==> config.mk <==
export PLATFORM = sky130hd
export DESIGN_NAME = utf8_to_ascii_transliterator_top
export DESIGN_NICKNAME = d
export VERILOG_FILES = /design/src/design/u2a_pkg.sv /design/src/design/utf8_to_ascii_transliterator_top.sv /design/src/design/u2a_front.sv /design/src/design/u2a_queue.sv /design/src/design/u2a_back.sv
export SDC_FILE = /design/constraint.sdc
export NUM_CORES = 1
export LEC_CHECK = 0
export ABC_AREA = 1
export BUFFER_PORTS_ARGS = -buffer_cell sky130_fd_sc_hd__buf_2
export CAP_MARGIN = 30
export CORE_MARGIN = 2
export CORE_UTILIZATION = 43
export DETAILED_ROUTE_END_ITERATION = 12
export GPL_TIMING_DRIVEN = 0
export HOLD_SLACK_MARGIN = 0.02
export SYNTH_ARGS = -nofsm -noshare
export SYNTH_HDL_FRONTEND = slang
export SYNTH_HIERARCHICAL = 1
export SYNTH_SLANG_ARGS = --single-unit
==> constraint.sdc <==
create_clock -name clock -period 7.5 [get_ports clock]
set_input_delay 1.125 -clock clock [delete_from_list [all_inputs] [get_ports clock]]
set_output_delay 1.125 -clock clock [all_outputs]
set_load 0.005 [all_outputs]
==> src/design/u2a_pkg.sv <==
// Package for the UTF-8 to ASCII transliterator: queue entry type, character
// constants and the code point to ASCII string lookup.
// No dependencies.
package u2a_pkg;

   localparam int U2A_QDEPTH = 4;

   localparam logic [6:0] CH_SPACE = 7'h20;
   localparam logic [6:0] CH_DQUOT = 7'h22;
   localparam logic [6:0] CH_SQUOT = 7'h27;
   localparam logic [6:0] CH_LPAR  = 7'h28;
   localparam logic [6:0] CH_RPAR  = 7'h29;
   localparam logic [6:0] CH_STAR  = 7'h2A;
   localparam logic [6:0] CH_DASH  = 7'h2D;
   localparam logic [6:0] CH_DOT   = 7'h2E;
   localparam logic [6:0] CH_LT    = 7'h3C;
   localparam logic [6:0] CH_GT    = 7'h3E;
   localparam logic [6:0] CH_UA    = 7'h41;
   localparam logic [6:0] CH_UC    = 7'h43;
   localparam logic [6:0] CH_UD    = 7'h44;
   localparam logic [6:0] CH_UE    = 7'h45;
   localparam logic [6:0] CH_UI    = 7'h49;
   localparam logic [6:0] CH_UM    = 7'h4D;
   localparam logic [6:0] CH_UN    = 7'h4E;
   localparam logic [6:0] CH_UO    = 7'h4F;
   localparam logic [6:0] CH_UR    = 7'h52;
   localparam logic [6:0] CH_UT    = 7'h54;
   localparam logic [6:0] CH_UU    = 7'h55;
   localparam logic [6:0] CH_UY    = 7'h59;
   localparam logic [6:0] CH_NONE  = 7'h5F;
   localparam logic [6:0] CH_LA    = 7'h61;
   localparam logic [6:0] CH_LC    = 7'h63;
   localparam logic [6:0] CH_LD    = 7'h64;
   localparam logic [6:0] CH_LE    = 7'h65;
   localparam logic [6:0] CH_LH    = 7'h68;
   localparam logic [6:0] CH_LI    = 7'h69;
   localparam logic [6:0] CH_LN    = 7'h6E;
   localparam logic [6:0] CH_LO    = 7'h6F;
   localparam logic [6:0] CH_LS    = 7'h73;
   localparam logic [6:0] CH_LT_T  = 7'h74;
   localparam logic [6:0] CH_LU    = 7'h75;
   localparam logic [6:0] CH_LY    = 7'h79;

   // one queued expansion: cnt characters (0 = nothing), chars[0] goes first
   typedef struct packed {
      logic [2:0]      cnt;
      logic [3:0][6:0] chars;
   } u2a_entry_type;

   function automatic u2a_entry_type u2a_put(input logic [2:0] n, input logic [6:0] c0,
                                             input logic [6:0] c1, input logic [6:0] c2,
                                             input logic [6:0] c3);
      u2a_entry_type e;
      e.cnt      = n;
      e.chars[0] = c0;
      e.chars[1] = c1;
      e.chars[2] = c2;
      e.chars[3] = c3;
      return e;
   endfunction

   // base letter for Latin-1 C0..FF, CH_NONE where there is none
   function automatic logic [6:0] u2a_latin_base(input logic [5:0] idx);
      logic [6:0] b;
      unique case (idx) inside
         [6'd0:6'd5]:   b = CH_UA;
         6'd7:          b = CH_UC;
         [6'd8:6'd11]:  b = CH_UE;
         [6'd12:6'd15]: b = CH_UI;
         6'd16:         b = CH_UD;
         6'd17:         b = CH_UN;
         [6'd18:6'd22]: b = CH_UO;
         6'd24:         b = CH_UO;
         [6'd25:6'd28]: b = CH_UU;
         6'd29:         b = CH_UY;
         [6'd32:6'd37]: b = CH_LA;
         6'd39:         b = CH_LC;
         [6'd40:6'd43]: b = CH_LE;
         [6'd44:6'd47]: b = CH_LI;
         6'd48:         b = CH_LD;
         6'd49:         b = CH_LN;
         [6'd50:6'd54]: b = CH_LO;
         6'd56:         b = CH_LO;
         [6'd57:6'd60]: b = CH_LU;
         6'd61:         b = CH_LY;
         6'd63:         b = CH_LY;
         default:       b = CH_NONE;
      endcase
      return b;
   endfunction

   function automatic u2a_entry_type u2a_translit(input logic [20:0] cp);
      u2a_entry_type e;
      logic [6:0]    b;
      e = '0;
      b = u2a_latin_base(cp[5:0]);
      if (cp < 21'h80) begin
         e = u2a_put(3'd1, cp[6:0], 7'h0, 7'h0, 7'h0);
      end else begin
         unique case (cp)
            21'h2018, 21'h2019, 21'h201A, 21'h2032:
               e = u2a_put(3'd1, CH_SQUOT, 7'h0, 7'h0, 7'h0);
            21'h201C, 21'h201D, 21'h201E, 21'h2033:
               e = u2a_put(3'd1, CH_DQUOT, 7'h0, 7'h0, 7'h0);
            21'h2013, 21'h2014, 21'h2015, 21'h2212:
               e = u2a_put(3'd1, CH_DASH, 7'h0, 7'h0, 7'h0);
            21'h2026:
               e = u2a_put(3'd3, CH_DOT, CH_DOT, CH_DOT, 7'h0);
            21'h2022, 21'h00B7, 21'h25CF:
               e = u2a_put(3'd1, CH_STAR, 7'h0, 7'h0, 7'h0);
            21'h00A0, 21'h2009, 21'h202F:
               e = u2a_put(3'd1, CH_SPACE, 7'h0, 7'h0, 7'h0);
            21'h20AC:
               e = u2a_put(3'd3, CH_UE, CH_UU, CH_UR, 7'h0);
            21'h00A9:
               e = u2a_put(3'd3, CH_LPAR, CH_LC, CH_RPAR, 7'h0);
            21'h2122:
               e = u2a_put(3'd4, CH_LPAR, CH_UT, CH_UM, CH_RPAR);
            21'h2192:
               e = u2a_put(3'd2, CH_DASH, CH_GT, 7'h0, 7'h0);
            21'h2190:
               e = u2a_put(3'd2, CH_LT, CH_DASH, 7'h0, 7'h0);
            default: begin
               if (cp[20:8] == 13'd0 && cp[7:6] == 2'b11) begin
                  if (b != CH_NONE) begin
                     e = u2a_put(3'd1, b, 7'h0, 7'h0, 7'h0);
                  end else begin
                     unique case (cp[7:0])
                        8'hC6:   e = u2a_put(3'd2, CH_UA, CH_UE, 7'h0, 7'h0);
                        8'hE6:   e = u2a_put(3'd2, CH_LA, CH_LE, 7'h0, 7'h0);
                        8'hDF:   e = u2a_put(3'd2, CH_LS, CH_LS, 7'h0, 7'h0);
                        8'hDE:   e = u2a_put(3'd2, CH_UT, CH_LH, 7'h0, 7'h0);
                        8'hFE:   e = u2a_put(3'd2, CH_LT_T, CH_LH, 7'h0, 7'h0);
                        default: e = '0;
                     endcase
                  end
               end
            end
         endcase
      end
      return e;
   endfunction

endpackage

==> src/design/utf8_to_ascii_transliterator_top.sv <==
// UTF-8 to ASCII transliterator, top level: front decoder, expansion queue,
// character sender. Depends on u2a_pkg, u2a_front, u2a_queue, u2a_back.
// The expansion of a finished code point is written into the queue, then loaded
// into the back end's output register. Throughput: one byte per cycle; each
// character is a transaction; input stalls once the queue of QUEUE_DEPTH fills.
// Synchronous active-high reset clears the open sequence, the queue and output.
module utf8_to_ascii_transliterator_top #(
   parameter int QUEUE_DEPTH = u2a_pkg::U2A_QDEPTH
) (
   input  logic       clock,
   input  logic       reset,
   input  logic       req_tvalid,
   output logic       req_tready,
   input  logic [7:0] req_tdata,   // [7:0] in_byte
   input  logic       req_tlast,   // end_of_text
   output logic       rsp_tvalid,
   input  logic       rsp_tready,
   output logic [7:0] rsp_tdata,   // [6:0] out_char, [7] zero
   output logic       rsp_tlast    // last character of this code point's expansion
);
   import u2a_pkg::*;

   logic          push_valid, push_ready;
   u2a_entry_type push_entry;
   logic          pop_valid, pop_ready;
   u2a_entry_type pop_entry;
   logic [6:0]    out_char;

   u2a_front u_front (
      .clock      (clock),
      .reset      (reset),
      .in_valid   (req_tvalid),
      .in_ready   (req_tready),
      .in_byte    (req_tdata),
      .in_eot     (req_tlast),
      .push_valid (push_valid),
      .push_ready (push_ready),
      .push_entry (push_entry)
   );

   u2a_queue #(.DEPTH(QUEUE_DEPTH)) u_queue (
      .clock      (clock),
      .reset      (reset),
      .push_valid (push_valid),
      .push_ready (push_ready),
      .push_entry (push_entry),
      .pop_valid  (pop_valid),
      .pop_ready  (pop_ready),
      .pop_entry  (pop_entry)
   );

   u2a_back u_back (
      .clock      (clock),
      .reset      (reset),
      .pop_valid  (pop_valid),
      .pop_ready  (pop_ready),
      .pop_entry  (pop_entry),
      .out_valid  (rsp_tvalid),
      .out_ready  (rsp_tready),
      .out_char   (out_char),
      .out_last   (rsp_tlast)
   );

   assign rsp_tdata = {1'b0, out_char};

endmodule

==> src/design/u2a_front.sv <==
// Front end: takes raw bytes, runs the UTF-8 sequence decoder and pushes the
// ASCII expansion of each finished code point into the queue.
// Depends on u2a_pkg.
module u2a_front (
   input  logic                   clock,
   input  logic                   reset,
   input  logic                   in_valid,
   output logic                   in_ready,
   input  logic [7:0]             in_byte,
   input  logic                   in_eot,
   output logic                   push_valid,
   input  logic                   push_ready,
   output u2a_pkg::u2a_entry_type push_entry
);
   import u2a_pkg::*;

   logic [20:0]   code_accum_ff, code_accum_in;
   logic [1:0]    bytes_left_ff, bytes_left_in;
   logic          accept;
   logic          is_cont;
   logic          emit;
   logic [20:0]   cp;
   u2a_entry_type tr;

   assign in_ready = push_ready;
   assign accept   = in_valid && in_ready;
   assign is_cont  = (bytes_left_ff != 2'd0) && (in_byte[7:6] == 2'b10);

   always_comb begin
      code_accum_in = code_accum_ff;
      bytes_left_in = bytes_left_ff;
      emit          = 1'b0;
      cp            = {14'd0, in_byte[6:0]};
      if (is_cont) begin
         cp            = {code_accum_ff[14:0], in_byte[5:0]};
         code_accum_in = cp;
         bytes_left_in = bytes_left_ff - 2'd1;
         if (bytes_left_ff == 2'd1) begin
            emit          = 1'b1;
            code_accum_in = '0;
         end
      end else begin
         // fresh start; a broken sequence is dropped here
         code_accum_in = '0;
         bytes_left_in = 2'd0;
         priority if (!in_byte[7]) begin
            emit = 1'b1;
         end else if (in_byte[7:5] == 3'b110) begin
            code_accum_in = {16'd0, in_byte[4:0]};
            bytes_left_in = 2'd1;
         end else if (in_byte[7:4] == 4'b1110) begin
            code_accum_in = {17'd0, in_byte[3:0]};
            bytes_left_in = 2'd2;
         end else if (in_byte[7:3] == 5'b11110) begin
            code_accum_in = {18'd0, in_byte[2:0]};
            bytes_left_in = 2'd3;
         end else begin
            // stray continuation or invalid lead: dropped
            code_accum_in = '0;
         end
      end
      if (in_eot) begin
         code_accum_in = '0;
         bytes_left_in = 2'd0;
      end
   end

   assign tr         = u2a_translit(cp);
   assign push_entry = tr;
   assign push_valid = accept && emit && (tr.cnt != 3'd0);

   always_ff @(posedge clock) begin
      if (reset) begin
         code_accum_ff <= '0;
         bytes_left_ff <= '0;
      end else if (accept) begin
         code_accum_ff <= code_accum_in;
         bytes_left_ff <= bytes_left_in;
      end
   end

endmodule

==> src/design/u2a_queue.sv <==
// Short register queue of pending expansions between front and back ends.
// Depends on u2a_pkg.
module u2a_queue #(
   parameter int DEPTH = u2a_pkg::U2A_QDEPTH
) (
   input  logic                   clock,
   input  logic                   reset,
   input  logic                   push_valid,
   output logic                   push_ready,
   input  u2a_pkg::u2a_entry_type push_entry,
   output logic                   pop_valid,
   input  logic                   pop_ready,
   output u2a_pkg::u2a_entry_type pop_entry
);
   import u2a_pkg::*;

   localparam int PW = (DEPTH > 1) ? $clog2(DEPTH) : 1;
   localparam int CW = $clog2(DEPTH + 1);
   localparam logic [PW-1:0] LAST_SLOT = PW'(DEPTH - 1);

   u2a_entry_type         slot_ff [DEPTH];
   logic [PW-1:0]         wr_ptr_ff, wr_ptr_in;
   logic [PW-1:0]         rd_ptr_ff, rd_ptr_in;
   logic [CW-1:0]         count_ff, count_in;
   logic                  do_push, do_pop;

   assign push_ready = (count_ff != CW'(DEPTH));
   assign pop_valid  = (count_ff != '0);
   assign pop_entry  = slot_ff[rd_ptr_ff];
   assign do_push    = push_valid && push_ready;
   assign do_pop     = pop_valid && pop_ready;

   always_comb begin
      wr_ptr_in = wr_ptr_ff;
      rd_ptr_in = rd_ptr_ff;
      count_in  = count_ff;
      if (do_push) begin
         wr_ptr_in = (wr_ptr_ff == LAST_SLOT) ? '0 : wr_ptr_ff + 1'b1;
      end
      if (do_pop) begin
         rd_ptr_in = (rd_ptr_ff == LAST_SLOT) ? '0 : rd_ptr_ff + 1'b1;
      end
      if (do_push && !do_pop) begin
         count_in = count_ff + 1'b1;
      end else if (do_pop && !do_push) begin
         count_in = count_ff - 1'b1;
      end
   end

   always_ff @(posedge clock) begin
      if (reset) begin
         wr_ptr_ff <= '0;
         rd_ptr_ff <= '0;
         count_ff  <= '0;
      end else begin
         wr_ptr_ff <= wr_ptr_in;
         rd_ptr_ff <= rd_ptr_in;
         count_ff  <= count_in;
      end
   end

   always_ff @(posedge clock) begin
      if (do_push) begin
         slot_ff[wr_ptr_ff] <= push_entry;
      end
   end

endmodule

==> src/design/u2a_back.sv <==
// Back end: holds one expansion in an output register and sends its
// characters one per transaction, flagging the final one.
// Depends on u2a_pkg.
module u2a_back (
   input  logic                   clock,
   input  logic                   reset,
   input  logic                   pop_valid,
   output logic                   pop_ready,
   input  u2a_pkg::u2a_entry_type pop_entry,
   output logic                   out_valid,
   input  logic                   out_ready,
   output logic [6:0]             out_char,
   output logic                   out_last
);
   import u2a_pkg::*;

   u2a_entry_type ent_ff;
   logic          valid_ff, valid_in;
   logic [1:0]    idx_ff, idx_in;
   logic          fire;
   logic          load;

   assign out_valid = valid_ff;
   assign out_char  = ent_ff.chars[idx_ff];
   assign out_last  = ({1'b0, idx_ff} + 3'd1) == ent_ff.cnt;
   assign fire      = valid_ff && out_ready;
   assign pop_ready = !valid_ff || (fire && out_last);
   assign load      = pop_valid && pop_ready;

   always_comb begin
      valid_in = valid_ff;
      idx_in   = idx_ff;
      if (load) begin
         valid_in = 1'b1;
         idx_in   = 2'd0;
      end else if (fire) begin
         if (out_last) begin
            valid_in = 1'b0;
         end else begin
            idx_in = idx_ff + 2'd1;
         end
      end
   end

   always_ff @(posedge clock) begin
      if (reset) begin
         valid_ff <= 1'b0;
         idx_ff   <= '0;
      end else begin
         valid_ff <= valid_in;
         idx_ff   <= idx_in;
      end
   end

   always_ff @(posedge clock) begin
      if (load) begin
         ent_ff <= pop_entry;
      end
   end

endmodule
Yosys cells after proc, flatten, opt, wreduce, memory -nomap -nowiden --
Memory sizes are Yosys's and may differ from the RTL's. A register that Yosys moved wholly into a read port is not among the register bits. Cells that the tools add are included.
Cells by class: reductions and logical operators 43, muxes and demuxes 34, $add $sub $neg 7, equality and inequality tests 51, bitwise logic cells 1, order comparisons 22
Operators with widths (count):
- $eq A21 B14 Y1 const B | 21
- $pmux W31 S11 | 1
- $pmux W30 S5 | 1
- $pmux W6 S18 | 1
- $mux W31 | 3
- $mux W15 | 5
- $eq A21 B8 Y1 const B | 3
- $eq A8 B8 Y1 const B | 5
- $eq A6 B6 Y1 const B | 6
- $ge A6 B6 Y1 const B | 5
- $le A6 B6 Y1 const B | 5
- $eq A6 B5 Y1 const B | 4
- $logic_and A1 B1 Y1 | 21
- $lt A21 B8 Y1 const B | 1
- $mux W21 | 1
- $mux W2 | 8
- $bmux W7 S2 | 1
- $logic_not A13 Y1 | 1
- $ge A6 B4 Y1 const B | 2
- $ge A6 B5 Y1 const B | 2
- $le A6 B4 Y1 const B | 2
- $le A6 B5 Y1 const B | 2
- $reduce_or A4 Y1 | 3
- $mux W3 | 3
- other kinds (28) | 51
Word-level totals: word-level logic and storage cells 166, memory bits (writable) 124, input port bits 13, bits in registers 27, memories 1, output and inout bits 11
Memory list:
- u_queue.slot_ff | depth 4, bits a word 31, read ports 1, clocked after memory_dff 1, write ports 1, RTL line u2a_queue.sv:21 | u2a_entry_type slot_ff [DEPTH];

Depth between registers and ports, before layout --
depth after elaboration 19, depth in mapped cells 28, depth with buffers taken out 28

Cells and area by module --
Netlist, hierarchy kept.
Modules (own cells, without submodules):
- u2a_queue | cells an instance 369, seq. area each 3903.7 um2, instances 1, area an instance 5144.9 um2
- u2a_front | cells an instance 412, seq. area each 340.3 um2, instances 1, area an instance 2374.8 um2
- u2a_back | cells an instance 109, seq. area each 991.0 um2, instances 1, area an instance 1333.8 um2
- utf8_to_ascii_transliterator_top | cells an instance 2, seq. area each 0.0 um2, instances 1, area an instance 11.3 um2

Least setup slack after synthesis --
OpenSTA, ideal clock, no wires.
path type input-to-reg, start in req_tdata[2], end mem u_queue/slot_ff[0][0] (netlist name), enable pin, required time 7081 ps, slack 3003 ps, path buffers 1, setup time 419 ps, arrival 4078 ps, stages 16, path through buf_4 > nand2_2 > inv_2 > nand2_2 > o21ai_2 > nand2_1 > nand2_1 > nor3_2 > nand2_4 > nor2_8 > nand2_2 > nand3_2 > nand2_1 > a21oi_1 > nand2_2 > nor2_1
Between the ends: cells in the longest elaborated chain, start to end 15, elaborated cells on any way between the ends 92, classes of those cells order compare (21); eq/ne (41); mux (9); reduce/logical (21)
RTL lines:
- start, declared | RTL line utf8_to_ascii_transliterator_top.sv:14 | input logic [7:0] req_tdata,
- $mux W21 * | RTL line u2a_front.sv:34 | if (is_cont) begin
- $ge A6 B6 Y1 (not written as such) (tied with other cells) | RTL line u2a_pkg.sv:96 | b = u2a_latin_base(cp[5:0]);
- $logic_and A1 B1 Y1 (not written as such) | RTL line u2a_pkg.sv:96
- $reduce_or A2 Y1 (no line)
- $pmux W6 S18 | RTL line u2a_pkg.sv:65 | unique case (idx) inside
- $ne A7 B7 Y1 | RTL line u2a_pkg.sv:125 | if (b != CH_NONE) begin
- $mux W31 | RTL line u2a_pkg.sv:125
- $mux W31 | RTL line u2a_pkg.sv:124 | if (cp[20:8] == 13'd0 && cp[7:6] == 2'b11) begin
- $pmux W31 S11 | RTL line u2a_pkg.sv:100 | unique case (cp)
- $mux W31 * | RTL line u2a_pkg.sv:97 | if (cp < 21'h80) begin
- $reduce_bool A3 Y1 * | RTL line u2a_front.sv:70 | assign push_valid = accept && emit && (tr.cnt != 3'd0);
- $logic_and A1 B1 Y1 * | RTL line u2a_front.sv:70
- named net push_valid | RTL line utf8_to_ascii_transliterator_top.sv:23 | logic push_valid, push_ready;
- $logic_and A1 B1 Y1 * | RTL line u2a_queue.sv:30 | assign do_push = push_valid && push_ready;
- $mux W1 * | RTL line u2a_queue.sv:63 | if (do_push) begin
- $mux W1 (not written as such) * | RTL line u2a_queue.sv:64 | slot_ff[wr_ptr_ff] <= push_entry;
- end, declared | RTL line u2a_queue.sv:21
Mark *: on every way through the listed nets, which the timed path passes. The rest lies on a longest branch.

Worst setup path in the final report --
start in req_tdata[7], end reg u_queue.count_ff[2]
Between the ends: cells in the longest elaborated chain, start to end 15, elaborated cells on any way between the ends 57, classes of those cells order compare (1); eq/ne (31); mux (9); reduce/logical (16)
RTL lines:
- $eq A2 B2 Y1 | RTL line u2a_front.sv:27 | assign is_cont = (bytes_left_ff != 2'd0) && (in_byte[7:6] == 2'b10);
- $logic_and A1 B1 Y1 | RTL line u2a_front.sv:27
- $mux W21 | RTL line u2a_front.sv:34
- $eq A8 B8 Y1 | RTL line u2a_pkg.sv:128 | unique case (cp[7:0])
- $pmux W30 S5 | RTL line u2a_pkg.sv:128
- $mux W31 | RTL line u2a_pkg.sv:125
- $mux W31 | RTL line u2a_pkg.sv:124
- $pmux W31 S11 | RTL line u2a_pkg.sv:100
- $mux W31 | RTL line u2a_pkg.sv:97
- $reduce_bool A3 Y1 | RTL line u2a_front.sv:70
- $logic_and A1 B1 Y1 * | RTL line u2a_front.sv:70
- named net push_valid | RTL line utf8_to_ascii_transliterator_top.sv:23
- $logic_and A1 B1 Y1 * | RTL line u2a_queue.sv:30
- named net u_queue.do_push | RTL line u2a_queue.sv:25 | logic do_push, do_pop;
- $logic_not A1 Y1 | RTL line u2a_queue.sv:45 | end else if (do_pop && !do_push) begin
- $logic_and A1 B1 Y1 | RTL line u2a_queue.sv:45
- $reduce_bool A2 Y1 (no line)
- end signal, assigned | RTL line u2a_queue.sv:58 | count_ff <= count_in;
- end, declared | RTL line u2a_queue.sv:24 | logic [CW-1:0] count_ff, count_in;
Marks and branches as above. A chain may end at the register's enable or synchronous reset.

==> results by group <==
Run status
  – Status: completed

Synth
  – Mean Syn Cell Area: 9.94 sq um
  – Synth Cell Area: 0.00886 sq mm
  – Primary FF master, synth: edfxtp_1
  – Synth cell count leaders: edfxtp_1 (155), nor2_1 (152), nand2_1 (112)
  – Cell variety after synth: 50
  – Post-synth EDFFs: 155
  – Area contributors post-synth: edfxtp_1 (53%), dfxtp_1 (6.5%), nor2_1 (6.4%)
  – Synth top area share: 52.5%
  – Synth warn: 6
  – Top-count cell post-synth: edfxtp_1
  – Mapped Cells: 892
  – Seq/Total Area, Yosys: 59.1%
  – Largest area contributor in the netlist: edfxtp_1
  – Post-synth ARST share: 0%
  – Synthesis-stage register bit count: 184

Power
  – Power Density: 312 mW/mm^2
  – Leakage: 3.77 nW
  – Net Sw Frac: 33.4%
  – Worst ir drop on vdd: 0.175 mV
  – Internal Power: 2.10 mW
  – Net Sw Power: 1.05 mW
  – Clock network fraction of design power: 28.7%
  – Register share of total power: 43.5%
  – Comb pwr share: 27.8%

Setup path
  – Worst EP arrival: 4.48 ns
  – Critical path fanouts, max: 7
  – Cells on worst reg2reg path: 26
  – CP startpoint kind: input pin
  – R2r endpoint: u_queue/count_ff[2]$_SDFFE_PP0P_
  – Critical Path End: u_queue/count_ff[2]$_SDFFE_PP0P_
  – Worst R2R Setup Slack: 3.50 ns
  – Worst Path Class, Setup: in2reg
  – Start point of the critical path: req_tdata[7]
  – Required @ worst endpoint: 7.83 ns
  – RR Startpoint: u_front/bytes_left_ff[0]$_SDFFE_PP0P_
  – Critical path capture point type: register

Global route
  – M3 GR Usage: 2.62%
  – Most used routing layer: met2
  – Vias in the first global route: 6106
  – Initial antenna violation count: 0
  – Largest net degree at the start of global routing: 26
  – Grt met1 use: 27.4%
  – Met2 Track Usage GR: 32.5%
  – Total gr overflow: 0
  – GR Util All Layers: 19.7%
  – Global-route wire length before repair: 32900 um

Layout
  – Area grow syn2layout: 13.7%
  – Seq. cell area: 0.00524 sq mm
  – Area of the multi-input gates: 0.00303 sq mm
  – Share of cells above drive strength 1: 18.4%
  – Nets: 962
  – Post-Layout Inst Area: 0.0101 sq mm
  – Ant diodes: 0
  – Number of fill cells: 1840

Clock tree
  – Cts repair resizes: 0
  – CTS buffer count: 17
  – Clock slew at reported path FFs: 0.07 ns
  – Root Buffer: clkbuf_16
  – Clk sink count: 184
  – H-tree Lvls: 4
  – TritonCTS clock tree: built
  – Clk buf depth: 2
  – Skew-Pair Late Insertion Delay: 0.43 ns
  – Setup bufs post-CTS: 0
  – CTS Hold Bufs: 0

Floorplan
  – Core Region: 0.0202 sq mm
  – I/O Pins: 24
  – Die Wd: 148 um
  – Die Footprint: 0.0218 sq mm
  – Initial Utilization: 43.8%
  – Site Rows: 52
  – Die Ht: 148 um

Routing
  – Detail Route Antenna Nets: 0
  – Residual DRC: 0
  – DR pass1 iterations: 5
  – WL/cell: 17.1 um
  – Vias per Instance: 5.25
  – DR vias: 6411
  – Initial DRC count: 469
  – Routed Wire Length: 20900 um

STA
  – Unrepaired setup endpoints after global routing: false
  – Setup TNS: 0 ns
  – FMAX: 0.241 GHz
  – Crit share post-route: 55.4%
  – Worst Max-Slew Pin Slew: 0.650 ns
  – Final Hold Vio Count: 0
  – Final setup viols: 0
  – Fin Clk Skew: 0.0126 ns
  – Slew margin rel.: 56.6%
  – Tmin final: 4.15 ns
  – Max Slew Vio Count: 0

Placed design
  – Post-DP HPWL: 14700 um
  – Port Buf Inserts: 20
  – RD Place Congestion: 0.929
  – Placed Area: 0.00947 sq mm

Min path
  – Hold/Removal Path Class: reg2reg
  – Worst hold stages: 2

Flow run
  – Maximum capacitance violations: 0
==> layout make-up <==
| type | count | share of cell area [%] |
|---|---|---|
| well taps | 270 | 3.35 |
| repair buffers | 25 | 2.28 |
| inverters | 93 | 3.56 |
| clock inverters | 15 | 1.75 |
| multi-input cells | 581 | 30.1 |
| clock buffers | 17 | 4.22 |
| plain buffers | 37 | 2.81 |
| flip-flops and latches | 184 | 52.0 |
==> stage by stage <==
step	setup WS, ns	cells	hold WS [ns]	total power [mW]	utilization [%]
2_1_floorplan	3.00	895	0.445	1.95	-
3_3_place_gp	1.18	1185	0.453	2.23	46.0
3_5_place_dp	2.89	1190	0.458	2.27	46.8
4_1_cts	3.33	1222	0.469	3.17	49.8
5_1_grt	2.94	1222	0.484	3.31	49.8
6_report	3.35	1222	0.468	3.15	49.8
==> metal layers <==
metal	share of wire (%)	vias to the layer above
li1	-	3162
met1	45	3057
met2	48	169
met3	5.0	23
met4	1.3	0
met5	0	-
==> sequential cells by signal (all words and copies together) (netlist names), named ones only <==
register and cells:
u_queue/slot_ff 124, u_front/bytes_left_ff 2, u_back/idx_ff 2, u_back/ent_ff 31
u_back/out_valid 1, u_queue/wr_ptr_ff 2, u_front/code_accum_ff 15, u_queue/rd_ptr_ff 2
u_queue/count_ff 3
==> logic make-up after synthesis <==
| group | after synthesis | share of synthesized area (%) |
|---|---|---|
| DFF | 184 | 59.1 |
| xor gates and xnor gates | 2 | 0.198 |
| adders and majority gates | 10 | 1.50 |
| and+or+nand+nor | 374 | 20.0 |
| other | 2 | 0.0847 |
| AOI/OAI and AO/OA | 190 | 11.9 |
| buffers and inverters | 130 | 7.24 |
==> critical path, cell delays in order <==
cell and delay (ns):
buf_2 0.14, a31oi_1 0.40, nand2_1 0.21, nor2_1 0.24, nand3_2 0.20, nand2_2 0.17
nor2_2 0.06, inv_2 0.08, nor2_4 0.06, nand3_2 0.07, nand2_1 0.12, a21oi_1 0.30
nand2_2 0.25, inv_1 0.11, ha_1 0.17, inv_1 0.07, fa_1 0.38, inv_1 0.07
nand2_1 0.06, nand3_1 0.07, nand2_1 0.05, inv_1 0.05, nor2_1 0.04
==> how the worst min path moves through the flow <==
stage	startpoint	endpoint	slack, ns
after floorplan	u_front/code_accum_ff[10]$_SDFFE_PP0P_	u_front/code_accum_ff[10]$_SDFFE_PP0P_	0.45
after global placement	u_front/bytes_left_ff[1]$_SDFFE_PP0P_	u_front/bytes_left_ff[1]$_SDFFE_PP0P_	0.45
after detailed placement	u_front/code_accum_ff[13]$_SDFFE_PP0P_	u_front/code_accum_ff[13]$_SDFFE_PP0P_	0.46
after CTS	u_front/code_accum_ff[13]$_SDFFE_PP0P_	u_front/code_accum_ff[13]$_SDFFE_PP0P_	0.47
after global routing	u_front/code_accum_ff[13]$_SDFFE_PP0P_	u_front/code_accum_ff[13]$_SDFFE_PP0P_	0.48
final	u_front/code_accum_ff[13]$_SDFFE_PP0P_	u_front/code_accum_ff[13]$_SDFFE_PP0P_	0.47
==> power by group through the flow <==
stage | logic (mW) | registers (mW) | clock network (mW)
after floorplan | 0.574 | 1.37 | 0
after global placement | 0.829 | 1.40 | 0
after detailed placement | 0.878 | 1.40 | 0
after CTS | 0.880 | 1.37 | 0.920
after global routing | 0.969 | 1.38 | 0.959
final | 0.875 | 1.37 | 0.903
==> placed cells by master, fill, tap and decap left out, types with 5 or more instances in the layout <==
| cell type | netlist | routed |
|---|---|---|
| ha_1 | 9 | 9 |
| edfxtp_1 | 155 | 155 |
| nor2_1 | 152 | 148 |
| inv_8 | 1 | 6 |
| inv_2 | 27 | 27 |
| o21ai_0 | 50 | 50 |
| nand3_1 | 43 | 43 |
| buf_2 | 10 | 30 |
| nand4_1 | 6 | 6 |
| nor2_4 | 10 | 14 |
| nand2_1 | 112 | 112 |
| inv_1 | 62 | 62 |
| nor2_2 | 10 | 10 |
| conb_1 | 2 | 5 |
| o211ai_1 | 5 | 5 |
| buf_6 | 11 | 11 |
| o22ai_1 | 38 | 38 |
| dfxtp_1 | 29 | 29 |
| nand2_2 | 14 | 14 |
| a31oi_1 | 5 | 5 |
| clkbuf_16 | 0 | 17 |
| o21ai_1 | 43 | 43 |
| buf_4 | 13 | 13 |
| a21oi_1 | 39 | 39 |
| nor3_1 | 7 | 7 |
No activity file was read; power rests on OpenSTA's default activity.
